<file path="config.mk">
export PLATFORM = sky130hd
export DESIGN_NAME = sorted_insertion_priority_queue_core
export DESIGN_NICKNAME = d
export VERILOG_FILES = /design/src/hw/rtl/siq_pkg.sv /design/src/hw/rtl/sorted_insertion_priority_queue_core.sv /design/src/hw/rtl/siq_cell.sv
export SDC_FILE = /design/constraint.sdc
export NUM_CORES = 1
export LEC_CHECK = 0
export ABC_CLOCK_PERIOD_IN_PS = 7100
export BUFFER_PORTS_ARGS = -buffer_cell sky130_fd_sc_hd__buf_2
export CORE_MARGIN = 3
export CORE_UTILIZATION = 35
export DETAILED_ROUTE_END_ITERATION = 12
export HOLD_SLACK_MARGIN = 0.02
export SKIP_CTS_REPAIR_TIMING = 1
export SYNTH_ARGS = -nofsm -noshare
export SYNTH_HDL_FRONTEND = slang
export SYNTH_SLANG_ARGS = --single-unit
</file>
<file path="constraint.sdc">
create_clock -name i_clk -period 7.1 [get_ports i_clk]
set_input_delay 0.355 -clock i_clk [delete_from_list [all_inputs] [get_ports i_clk]]
set_output_delay 0.355 -clock i_clk [all_outputs]
set_load 0.01 [all_outputs]
</file>
<file path="src/hw/rtl/siq_pkg.sv">
// ----------------------------------------------------------------------------
// siq_pkg: shared definitions for the sorted insertion priority queue
// Queue sizing, command and status codes, and the cell control bundle.
// ----------------------------------------------------------------------------
package siq_pkg;

    localparam int DEPTH       = 8;
    localparam int VALUE_WIDTH = 32;
    localparam int OCC_W       = $clog2(DEPTH + 1);
    localparam int CMD_W       = 2;
    localparam int STATUS_W    = 2;

    localparam int IN_BITS     = CMD_W + VALUE_WIDTH;
    localparam int IN_TDATA_W  = ((IN_BITS + 7) / 8) * 8;
    localparam int OUT_BITS    = STATUS_W + VALUE_WIDTH + OCC_W;
    localparam int OUT_TDATA_W = ((OUT_BITS + 7) / 8) * 8;

    localparam logic [CMD_W-1:0] CMD_ENQUEUE = 2'd0;
    localparam logic [CMD_W-1:0] CMD_DEQUEUE = 2'd1;
    localparam logic [CMD_W-1:0] CMD_PEEK    = 2'd2;

    localparam logic [STATUS_W-1:0] ST_OK    = 2'd0;
    localparam logic [STATUS_W-1:0] ST_FULL  = 2'd1;
    localparam logic [STATUS_W-1:0] ST_EMPTY = 2'd2;

    // Per-cycle command to every cell of the chain
    typedef struct packed {
        logic ins;  // insert the incoming value in sorted position
        logic shl;  // shift one place toward the head
    } t_cell_ctrl;

endpackage

</file>
<file path="src/hw/rtl/sorted_insertion_priority_queue_core.sv">
// ----------------------------------------------------------------------------
// sorted_insertion_priority_queue_core: bounded ascending priority queue
// The cell chain registers each insert or shift together with its result.
// Throughput: one command per cycle unless the master side stalls, and the
// output register is refilled as it is drained.
// Reset: synchronous active-low i_rst_n empties the queue and drops the
// pending result; stored values are left as they are.
// ----------------------------------------------------------------------------
module sorted_insertion_priority_queue_core (
    input  logic                               i_clk,
    input  logic                               i_rst_n,
    input  logic                               s_axis_tvalid,
    output logic                               s_axis_tready,
    // command[1:0], value[33:2], zero pad above
    input  logic [siq_pkg::IN_TDATA_W-1:0]     s_axis_tdata,
    output logic                               m_axis_tvalid,
    input  logic                               m_axis_tready,
    // status[1:0], data[33:2], occupancy[37:34], zero pad above
    output logic [siq_pkg::OUT_TDATA_W-1:0]    m_axis_tdata
);

    localparam int VW = siq_pkg::VALUE_WIDTH;
    localparam int DP = siq_pkg::DEPTH;
    localparam int OW = siq_pkg::OCC_W;

    logic [siq_pkg::CMD_W-1:0]  w_cmd;
    logic signed [VW-1:0]       w_new;
    logic                       w_accept;
    logic                       w_full;
    logic                       w_empty;
    siq_pkg::t_cell_ctrl        w_ctrl;

    logic signed [VW-1:0]       w_val [DP];
    logic [DP-1:0]              w_gt;
    logic [DP-1:0]              w_occ;

    logic [OW-1:0]              r_cnt;
    logic [OW-1:0]              n_cnt;
    logic                       r_m_valid;
    logic [siq_pkg::OUT_TDATA_W-1:0] r_m_data;
    logic [siq_pkg::STATUS_W-1:0] w_status;
    logic signed [VW-1:0]       w_data;

    assign w_cmd = s_axis_tdata[siq_pkg::CMD_W-1:0];
    assign w_new = s_axis_tdata[siq_pkg::CMD_W +: VW];

    assign s_axis_tready = !r_m_valid || m_axis_tready;
    assign w_accept      = s_axis_tvalid && s_axis_tready;
    assign w_full        = (r_cnt == OW'(DP));
    assign w_empty       = (r_cnt == '0);

    assign w_ctrl.ins = w_accept && (w_cmd == siq_pkg::CMD_ENQUEUE) && !w_full;
    assign w_ctrl.shl = w_accept && (w_cmd == siq_pkg::CMD_DEQUEUE) && !w_empty;

    genvar gi;
    generate
        for (gi = 0; gi < DP; gi++) begin : g_cell
            logic signed [VW-1:0] w_prev_val;
            logic signed [VW-1:0] w_next_val;
            logic                 w_prev_gt;
            logic                 w_prev_occ;

            assign w_occ[gi] = (r_cnt > OW'(gi));

            if (gi == 0) begin : g_head
                assign w_prev_val = w_new;
                assign w_prev_gt  = 1'b0;
                assign w_prev_occ = 1'b1;
            end else begin : g_body
                assign w_prev_val = w_val[gi-1];
                assign w_prev_gt  = w_gt[gi-1];
                assign w_prev_occ = w_occ[gi-1];
            end

            if (gi == DP - 1) begin : g_tail
                assign w_next_val = w_val[gi];
            end else begin : g_link
                assign w_next_val = w_val[gi+1];
            end

            siq_cell u_cell (
                .i_clk      (i_clk),
                .i_ctrl     (w_ctrl),
                .i_new_val  (w_new),
                .i_prev_val (w_prev_val),
                .i_prev_gt  (w_prev_gt),
                .i_prev_occ (w_prev_occ),
                .i_next_val (w_next_val),
                .i_occ      (w_occ[gi]),
                .o_val      (w_val[gi]),
                .o_gt       (w_gt[gi])
            );
        end
    endgenerate

    always_comb begin
        w_status = siq_pkg::ST_OK;
        w_data   = '0;
        n_cnt    = r_cnt;
        case (w_cmd)
            siq_pkg::CMD_ENQUEUE: begin
                if (w_full) begin
                    w_status = siq_pkg::ST_FULL;
                end else begin
                    n_cnt = r_cnt + OW'(1);
                end
            end
            siq_pkg::CMD_DEQUEUE: begin
                if (w_empty) begin
                    w_status = siq_pkg::ST_EMPTY;
                end else begin
                    w_data = w_val[0];
                    n_cnt  = r_cnt - OW'(1);
                end
            end
            siq_pkg::CMD_PEEK: begin
                if (w_empty) begin
                    w_status = siq_pkg::ST_EMPTY;
                end else begin
                    w_data = w_val[0];
                end
            end
            default: begin
                // unused code: report occupancy, change nothing
            end
        endcase
    end

    always_ff @(posedge i_clk) begin
        if (!i_rst_n) begin
            r_cnt     <= '0;
            r_m_valid <= 1'b0;
        end else begin
            if (w_accept) begin
                r_cnt     <= n_cnt;
                r_m_valid <= 1'b1;
            end else if (m_axis_tready) begin
                r_m_valid <= 1'b0;
            end
        end
    end

    always_ff @(posedge i_clk) begin
        if (w_accept) begin
            r_m_data <= siq_pkg::OUT_TDATA_W'({n_cnt, w_data, w_status});
        end
    end

    assign m_axis_tvalid = r_m_valid;
    assign m_axis_tdata  = r_m_data;

endmodule

</file>
<file path="src/hw/rtl/siq_cell.sv">
// ----------------------------------------------------------------------------
// siq_cell: one slot of the sorted queue
// Holds one value, flags whether it is greater than the incoming value, and
// takes the new value, its left or right neighbor's value, or holds.
// ----------------------------------------------------------------------------
module siq_cell (
    input  logic                                 i_clk,
    input  siq_pkg::t_cell_ctrl                  i_ctrl,
    input  logic signed [siq_pkg::VALUE_WIDTH-1:0] i_new_val,
    input  logic signed [siq_pkg::VALUE_WIDTH-1:0] i_prev_val,
    input  logic                                 i_prev_gt,
    input  logic                                 i_prev_occ,
    input  logic signed [siq_pkg::VALUE_WIDTH-1:0] i_next_val,
    input  logic                                 i_occ,
    output logic signed [siq_pkg::VALUE_WIDTH-1:0] o_val,
    output logic                                 o_gt
);

    logic signed [siq_pkg::VALUE_WIDTH-1:0] r_val;
    logic signed [siq_pkg::VALUE_WIDTH-1:0] n_val;

    // Strictly greater: equal values stay ahead of the newcomer
    assign o_gt  = i_occ && (r_val > i_new_val);
    assign o_val = r_val;

    always_comb begin
        n_val = r_val;
        if (i_ctrl.ins) begin
            if (i_prev_gt) begin
                n_val = i_prev_val;
            end else if (o_gt || (!i_occ && i_prev_occ)) begin
                n_val = i_new_val;
            end
        end else if (i_ctrl.shl) begin
            n_val = i_next_val;
        end
    end

    always_ff @(posedge i_clk) begin
        r_val <= n_val;
    end

endmodule

</file>
# Word level (Yosys, flattened, before mapping)
# Cells that the tools add are included.
[word_totals] ff_bits=299 inputBits=44 output_inout_bits=42
[op_classes] n_addsub=2 magnitude_cmp=16 eq_ne=10 muxes=37 bitwise=1 n_reduce_logical=55
[op_table] cell="32-bit 2-to-1 mux" n=29
[op_table] cell="32-bit > comparator" n=8
[op_table] cell="1-bit logical AND" n=20
[op_table] cell="4-bit by 3-bit > comparator with 1-bit output, second input constant" n=4
[op_table] cell="2-bit AND reduction" n=8
[op_table] cell="3-bit by 1-bit != test with 1-bit output, second input constant" n=5
[op_table] cell="1-bit logical NOT" n=11
[op_table] cell="1-bit logical OR" n=9
[op_table] cell="4-bit by 1-bit > comparator with 1-bit output, second input constant" n=2
[op_table] cell="4-bit by 2-bit > comparator with 1-bit output, second input constant" n=2
[op_table] cell="4-bit 2-to-1 mux" n=2
[op_table] cell="4-bit case mux with 2 select lines" n=1
[op_table] cell="2-bit nonzero test" n=3
[op_table] cell="4-bit by 1-bit adder with 4-bit output, second input constant" n=1
[op_table] cell="4-bit equality test, second input constant" n=1
[op_table] cell="4-bit logical NOT" n=1
[op_table] cell="2-bit case mux with 2 select lines" n=1
[op_table] cell="2-bit OR reduction" n=2
[op_table] cell="4-bit by 1-bit subtractor with 4-bit output, second input constant" n=1
[op_table] cell="1-bit 2-to-1 mux" n=3
[op_table] cell="3-bit by 2-bit != test with 1-bit output, second input constant" n=1
[op_table] cell="2-bit by 1-bit equality test with 1-bit output, second input constant" n=1
[op_table] cell="2-bit equality test, second input constant" n=1
[op_table] cell="2-bit logical NOT" n=1
[op_table] cell="3 further kinds" n=3

# Depth between registers and ports, before layout
# Gate-level depths: netlist of the first run.
[logic_depth] depth_word=7 ltp_mapped=12 depth_no_buf=9

# Modules after synthesis
# From an unflattened synthesis of the first run, not the netlist that was laid out.
[unflattened] hier_cells=2260 hier_area_um2=21624.5
[modules_own_cells] mod="siq_cell" instances=8 cells_per_inst=262 area_each_um2=2448.6 seq_area_each_um2=960.9
[modules_own_cells] mod="sorted_insertion_priority_queue_core" instances=1 cells_per_inst=164 area_each_um2=2035.7 seq_area_each_um2=1241.2

# Worst setup path after synthesis of the first run
# OpenSTA, ideal clock, no wires.
[synth_timing] path_type="in2reg" start="input m_axis_tready" end="register g_cell[7].u_cell.r_val, in the netlist g_cell[7].u_cell.o_val[0], enable pin" arrival_ns=5.190 required_ns=6.630 path_slack_ns=1.440 stages=7 cell_sequence="nand2b_1 > and2_1 > clkbuf_1 > nand3_1 > clkbuf_1 > clkbuf_1 > a211oi_1"
[synth_via] elab_chain_cells=5
[synth_lines] element="start, declared" line_no="sorted_insertion_priority_queue_core.sv:17" text="input logic m_axis_tready,"
[synth_lines] element="1-bit logical OR" line_no="sorted_insertion_priority_queue_core.sv:47" text="assign s_axis_tready = !r_m_valid || m_axis_tready;"
[synth_lines] element="1-bit logical AND" line_no="sorted_insertion_priority_queue_core.sv:48" text="assign w_accept = s_axis_tvalid && s_axis_tready;"
[synth_lines] element="net w_accept" line_no="sorted_insertion_priority_queue_core.sv:28" text="logic w_accept;"
[synth_lines] element="1-bit logical AND (2 in a row)" line_no="sorted_insertion_priority_queue_core.sv:52" text="assign w_ctrl.ins = w_accept && (w_cmd == siq_pkg::CMD_ENQUEUE) && !w_full;"
[synth_lines] element="2-bit AND reduction (no source line)"
[synth_lines] element="end signal, assigned" line_no="siq_cell.sv:40" text="r_val <= n_val;"
[synth_lines] element="end, declared" line_no="siq_cell.sv:19" text="logic signed [siq_pkg::VALUE_WIDTH-1:0] r_val;"
# The timed path passes the listed nets, and every way through them passes these cells.
# A chain may end at the register's enable or synchronous reset.

# Worst setup path in the final report of the first run
[layout_timing] start="register g_cell[0].u_cell.r_val, in the netlist g_cell[0].u_cell.o_val[14]" end="register g_cell[1].u_cell.r_val, in the netlist g_cell[1].u_cell.o_val[15], enable pin"
[layout_via] elab_chain_cells=4
[layout_lines] element="start, declared" line_no="siq_cell.sv:19"
[layout_lines] element="start signal, assigned" line_no="siq_cell.sv:40"
[layout_lines] element="32-bit > comparator" line_no="siq_cell.sv:23" text="assign o_gt = i_occ && (r_val > i_new_val);"
[layout_lines] element="1-bit logical AND" line_no="siq_cell.sv:23"
[layout_lines] element="3-bit by 2-bit != test with 1-bit output (no source line)"
[layout_lines] element="2-bit AND reduction (no source line)"
[layout_lines] element="end signal, assigned" line_no="siq_cell.sv:40"
[layout_lines] element="end, declared" line_no="siq_cell.sv:19"
# No other way between the ends.

==> results of run 1 <==
==> worst max-delay path: cells and delay by family, from the launching register on <==
family,cells,cell delay (ps)
fa+ha+maj,1,330
simple gates,3,1460
compound gates,4,1500
flops,1,440
buf+inv,3,1010
==> flip-flops by register name, summed over array words and instances, names as in the netlist <==
name                 flops
r_cnt                    4
g_cell.u_cell.o_val    256
m_axis_tdata            38
m_axis_tvalid            1
==> layout make-up <==
type	instances	area share, %
clock buffer	47	4.34
clock inverter	18	0.911
tap	765	4.13
sequential	299	38.5
multi-input combinational	1523	48.4
inverter	52	0.841
timing repair buffer	114	2.86
antenna	1	0.0108
==> worst min-delay path by stage <==
stage | endpoint | slack [ps] | cells past startpoint
after floorplan | r_cnt[3] | 480 | 1
after global placement | m_axis_tvalid | 500 | 2
after detailed placement | m_axis_tvalid | 530 | 2
after CTS | r_cnt[3] | 30 | 2
after global routing | r_cnt[3] | 50 | 2
final | r_cnt[3] | 50 | 2
==> metrics by stage <==
step	instances	hold WS, ps
floorplan	2015	483
global placement	2753	497
detailed placement	2753	531
CTS	2818	29.6
global route	2818	52.2
finish	2819	52.9
==> kinds of logic (layout without fill, tap and decap cells) <==
kind of cell	count (synthesis)	count (layout)	share of synthesized area, %
fa+ha+maj	263	263	15.9
simple gates	641	641	14.9
flops	299	299	43.1
other cells	1	3	0.0181
buf+inv	193	231	3.70
mux	34	34	1.84
compound gates	583	583	20.5
==> metal layers <==
layer / global-route usage (%) / vias up / wire length (um)
li1: - / 7980 / -
met1: 30.7 / 8832 / 31100
met2: 35.2 / 1040 / 32400
met3: 6.76 / 198 / 8340
met4: 8.62 / 6 / 2830
met5: 0 / - / 42
==> report_power, final <==
part / leakage (nW) / switching, mW / total (mW) / internal, mW
combinational: 5.73 / 0.562 / 0.823 / 0.261
clock: 0.589 / 0.808 / 1.96 / 1.16
sequential: 2.77 / 0.0641 / 2.11 / 2.04
==> cells in the final DEF, fill, tap and decap left out, types with 5 or more instances in the layout <==
cell / Yosys / final
nand2_1: 208 / 208
o221ai_1: 7 / 6
a21o_1: 68 / 68
nor4_1: 8 / 8
a221oi_1: 5 / 5
mux2_2: 32 / 32
a31oi_4: 0 / 6
clkbuf_1: 127 / 8
nand4_1: 49 / 49
a31oi_1: 41 / 35
ha_1: 263 / 263
dfxtp_1: 5 / 5
buf_4: 2 / 37
nand3_1: 143 / 142
a21oi_1: 135 / 133
inv_1: 52 / 52
o2111a_1: 31 / 31
a21boi_0: 7 / 7
clkinv_1: 0 / 5
edfxtp_1: 294 / 294
a221o_1: 95 / 95
o21ai_0: 60 / 59
o21a_1: 13 / 13
and3_1: 39 / 38
nor2_1: 89 / 89
and4_1: 13 / 13
nor2b_1: 18 / 18
and2_1: 7 / 6
nor3_1: 47 / 47
clkbuf_16: 0 / 39
a211oi_1: 7 / 6
o211ai_1: 76 / 76
buf_2: 4 / 77
==> flow_summary.json, run 1 <==
{
  "num_io_pins": 86,
  "cts_buffers": 38,
  "critPathArrivalTime_ps": 5350,
  "power_density_nw_per_um2": 211,
  "grt_pass1_wl_um": 110000,
  "cp-endpoint": "g_cell[1].u_cell.o_val[15]",
  "drv_cap": 0,
  "r2r_cells": 11,
  "finalSetupViolCount": 0,
  "io_buffers": 77,
  "final_cell_area_um2": 23200,
  "finalHoldViolCount": 0,
  "cp_slowest_cell": "nor4_1",
  "crit_fanout": 33,
  "final-seq-area_um2": 8930,
  "p_leak_nw": 9.09,
  "area_growth_pct": 12.1,
  "globalRouteOverflowTotal": 0,
  "drive_gt1_share_pct": 10.7,
  "async_flop_share_pct": 0,
  "synth_seq_area_share_pct": 43.1,
  "clock.fmax_ghz": 0.196,
  "cts.sinks": 299,
  "synth_warnings": 0,
  "cts.clk_slew.worst_paths_ps": 60,
  "cp_cell_sequence": "ha_1, nand4_1, nor4_1, a21boi_0, o311a_1, o21ai_2, buf_4, and2_1, buf_4, a21oi_4, buf_4",
  "hp-class": "input port to flip-flop",
  "htree_num_levels": 2,
  "cp.required_ps": 7350,
  "grt_pass1_vias": 17373,
  "row_count": 88,
  "ant_nets": 0,
  "clock_latency_ps": 570,
  "yosysMostFrequentCell": "edfxtp_1",
  "ys_types": 62,
  "status": "complete, no violations",
  "setup_ws_ps": 2010,
  "routedWlPerCell_um": 26.5,
  "n_fill_cell": 5684,
  "start_kind": "flip-flop",
  "timing.rr.end": "g_cell[1].u_cell.o_val[15]",
  "report.final.slew_viol_count": 0,
  "drc": 0,
  "synth.area.top_cells": "edfxtp_1, ha_1, a221o_1",
  "reg2reg_slack_ps": 2010,
  "wl_um": 74700,
  "worstMarginPinSlew_ps": 1250,
  "dpl_worst_slack_ps": 1950,
  "tns_ps": 0,
  "dieArea_um2": 62100,
  "relSlewSlack_pct": 16.8,
  "critPathCaptureType": "flip-flop",
  "cts.path.max_buffers": 3,
  "synth_ff_type": "edfxtp_1",
  "clock-root-buffer": "clkbuf_16",
  "utilization_pct": 39.9,
  "min_from": "i_rst_n",
  "yosys.area.top_type_share_pct": 42.6,
  "syn_avg_cell_area_um2": 10.3,
  "finish.net_count": 2335,
  "dr.pass1.iters": 8,
  "grt_usage_pct": 23.0,
  "dieWidth_um": 249,
  "hpwl_um": 50200,
  "postSynthCellCount": 2014,
  "gp_congestion": 0.902,
  "detail_route.iter0.violations": 2159,
  "critPathMostFrequentCell": "buf_4",
  "vias": 18056,
  "grt_max_degree": 93,
  "p_total_mw": 4.89,
  "synth_edf_count": 294,
  "rsz0062_at_grt": "false",
  "multi_input_area_um2": 11200,
  "startpoint": "g_cell[0].u_cell.o_val[14]",
  "vdd_ir_drop_max_uv": 203,
  "initial_core_util_pct": 35.6,
  "ys_ff_latch": 299,
  "regToRegStartpoint": "g_cell[0].u_cell.o_val[14]",
  "place_area_um2": 22000,
  "cts_tree": "done",
  "netlist_area_um2": 20700,
  "worst-setup-path-type": "flip-flop to flip-flop",
  "finalCritPeriodShare_pct": 71.7,
  "avgViaCountPerCell": 6.41,
  "core_um2": 58100,
  "yosys-top-cells-count": "edfxtp_1, ha_1, nand2_1",
  "die_y_um": 249,
  "antenna_found_initial": 5,
  "synth_top_area_cell": "edfxtp_1",
  "max_stage_delay_ps": 1040,
  "skew_ps": 17.0,
  "final.min_clock_period_ps": 5090
}
Power figures use the tool's default switching activity.
==> run 2, diff against run 1 <==
--- a/config.mk
+++ b/config.mk
@@ -5,7 +5,7 @@
 export SDC_FILE = /design/constraint.sdc
 export NUM_CORES = 1
 export LEC_CHECK = 0
-export ABC_CLOCK_PERIOD_IN_PS = 7100
+export ABC_CLOCK_PERIOD_IN_PS = 5000
 export BUFFER_PORTS_ARGS = -buffer_cell sky130_fd_sc_hd__buf_2
 export CORE_MARGIN = 3
 export CORE_UTILIZATION = 35
==> constraint.sdc (replaced) <==
create_clock -name i_clk -period 5 [get_ports i_clk]
set_input_delay 0.25 -clock i_clk [delete_from_list [all_inputs] [get_ports i_clk]]
set_output_delay 0.25 -clock i_clk [all_outputs]
set_load 0.01 [all_outputs]
==> flow_summary.json, run 2 (same netlist as run 1, synthesis figures left out) <==
{
  "clock.fmax_ghz": 0.242,
  "area_growth_pct": 13.1,
  "io_buffers": 77,
  "hp-class": "input port to flip-flop",
  "finalCritPeriodShare_pct": 82.6,
  "num_io_pins": 86,
  "clock-root-buffer": "clkbuf_16",
  "power_density_nw_per_um2": 295,
  "status": "complete, no violations",
  "grt_max_degree": 104,
  "dp_cells": 2772,
  "hpwl_um": 51100,
  "clock_latency_ps": 560,
  "cp.required_ps": 5200,
  "holdPathStages": 2,
  "timing.rr.end": "g_cell[3].u_cell.o_val[22]",
  "p_leak_nw": 9.21,
  "largest_register_ffs": 256,
  "htree_num_levels": 2,
  "grt_pass1_vias": 17861,
  "stdcell_count": 2841,
  "grt_pass1_wl_um": 113000,
  "routedWlPerCell_um": 26.5,
  "crit_fanout": 20,
  "tns_ps": 0,
  "vdd_ir_drop_max_uv": 203,
  "avgViaCountPerCell": 6.42,
  "whs_endpoint": "g_cell[7].u_cell.o_val[17]",
  "start_kind": "flip-flop",
  "dieWidth_um": 249,
  "skew_ps": 24.4,
  "finish.net_count": 2356,
  "cts.sinks": 299,
  "critPathCaptureType": "flip-flop",
  "row_count": 88,
  "startpoint": "g_cell[3].u_cell.o_val[13]",
  "drive_gt1_share_pct": 11.3,
  "cts.clk_slew.worst_paths_ps": 60,
  "cts.path.max_buffers": 3,
  "regToRegStartpoint": "g_cell[3].u_cell.o_val[13]",
  "detail_route.iter0.violations": 2352,
  "final.min_clock_period_ps": 4130,
  "ant_nets": 0,
  "cts_tree": "done",
  "wl_um": 75400,
  "gp_congestion": 0.907,
  "drv_cap": 0,
  "layout_common_cells": "edfxtp_1, ha_1, nand2_1",
  "reg2reg_slack_ps": 870,
  "initial_core_util_pct": 35.6,
  "die_y_um": 249,
  "grt_usage_pct": 23.5,
  "core_um2": 58100,
  "r2r_cells": 9,
  "drc": 0,
  "worst-setup-path-type": "flip-flop to flip-flop",
  "finalSetupViolCount": 0,
  "rsz0062_at_grt": "false",
  "dieArea_um2": 62100,
  "relSlewSlack_pct": 18.2,
  "dr.pass1.iters": 6,
  "critPathArrivalTime_ps": 4330,
  "vias": 18252,
  "antenna_found_initial": 3,
  "report.final.slew_viol_count": 0,
  "min_from": "s_axis_tdata[19]",
  "cts_buffers": 37,
  "worstMarginPinSlew_ps": 1230,
  "finalHoldViolCount": 0,
  "final_common_cell": "edfxtp_1",
  "globalRouteOverflowTotal": 0
}
-- run 2: worst max path at each step --
| stage | end | slack [ps] | cells past startpoint |
|---|---|---|---|
| 2_1_floorplan | g_cell[3].u_cell.o_val[0] | 90 | 12 |
| 3_3_place_gp | g_cell[3].u_cell.o_val[16] | 870 | 11 |
| 3_5_place_dp | g_cell[3].u_cell.o_val[16] | 830 | 11 |
| 4_1_cts | g_cell[7].u_cell.o_val[24] | 880 | 9 |
| 5_1_grt | g_cell[7].u_cell.o_val[26] | 830 | 9 |
| 6_report | g_cell[3].u_cell.o_val[22] | 870 | 9 |
-- run 2: where the power goes --
part,leakage (nW),switching (mW),internal (mW)
registers,2.77,0.0930,2.90
clock network,0.571,1.12,1.61
logic,5.86,0.798,0.387
-- run 2: cell type report --
cell class                      count  area [um^2]
Timing Repair Buffer              136          923
Inverter                           52          195
Sequential cell                   299         8930
Clock buffer                       44          952
Multi-Input combinational cell   1523        11200
Antenna cell                        3         7.51
Tap cell                          765          957
Fill cell                        5603        34700
Clock inverter                     19          210
-- run 2: per-stage QoR --
step	util (%)	worst slack (ps)	cell area, um^2	power (mW)	hold slack, ps
2_1_floorplan	-	90.6	20700	3.72	378
3_3_place_gp	38.2	868	22200	4.15	500
3_5_place_dp	38.2	834	22200	4.18	514
4_1_cts	40.2	881	23400	6.90	-74.1
5_1_grt	40.3	831	23400	7.12	29.9
6_report	40.3	872	23400	6.90	25.2
-- run 2: layer usage --
| metal | share of wire (%) | vias up | global-route usage, % |
|---|---|---|---|
| met5 | 0.017 | - | 0 |
| met4 | 3.9 | 2 | 9.12 |
| met3 | 11 | 185 | 5.15 |
| met2 | 44 | 1103 | 36.3 |
| met1 | 41 | 8943 | 32.0 |
| li1 | - | 8019 | - |
-- run 2: critical path, stage by stage, from the launching register on --
cell and delay (ps):
edfxtp_1 470, ha_1 340, nand4_1 160, nor4_1 810, o21ai_0 310, a41oi_1 380, mux2i_4 110, or2_2 500
a41oi_4 260, buf_4 410
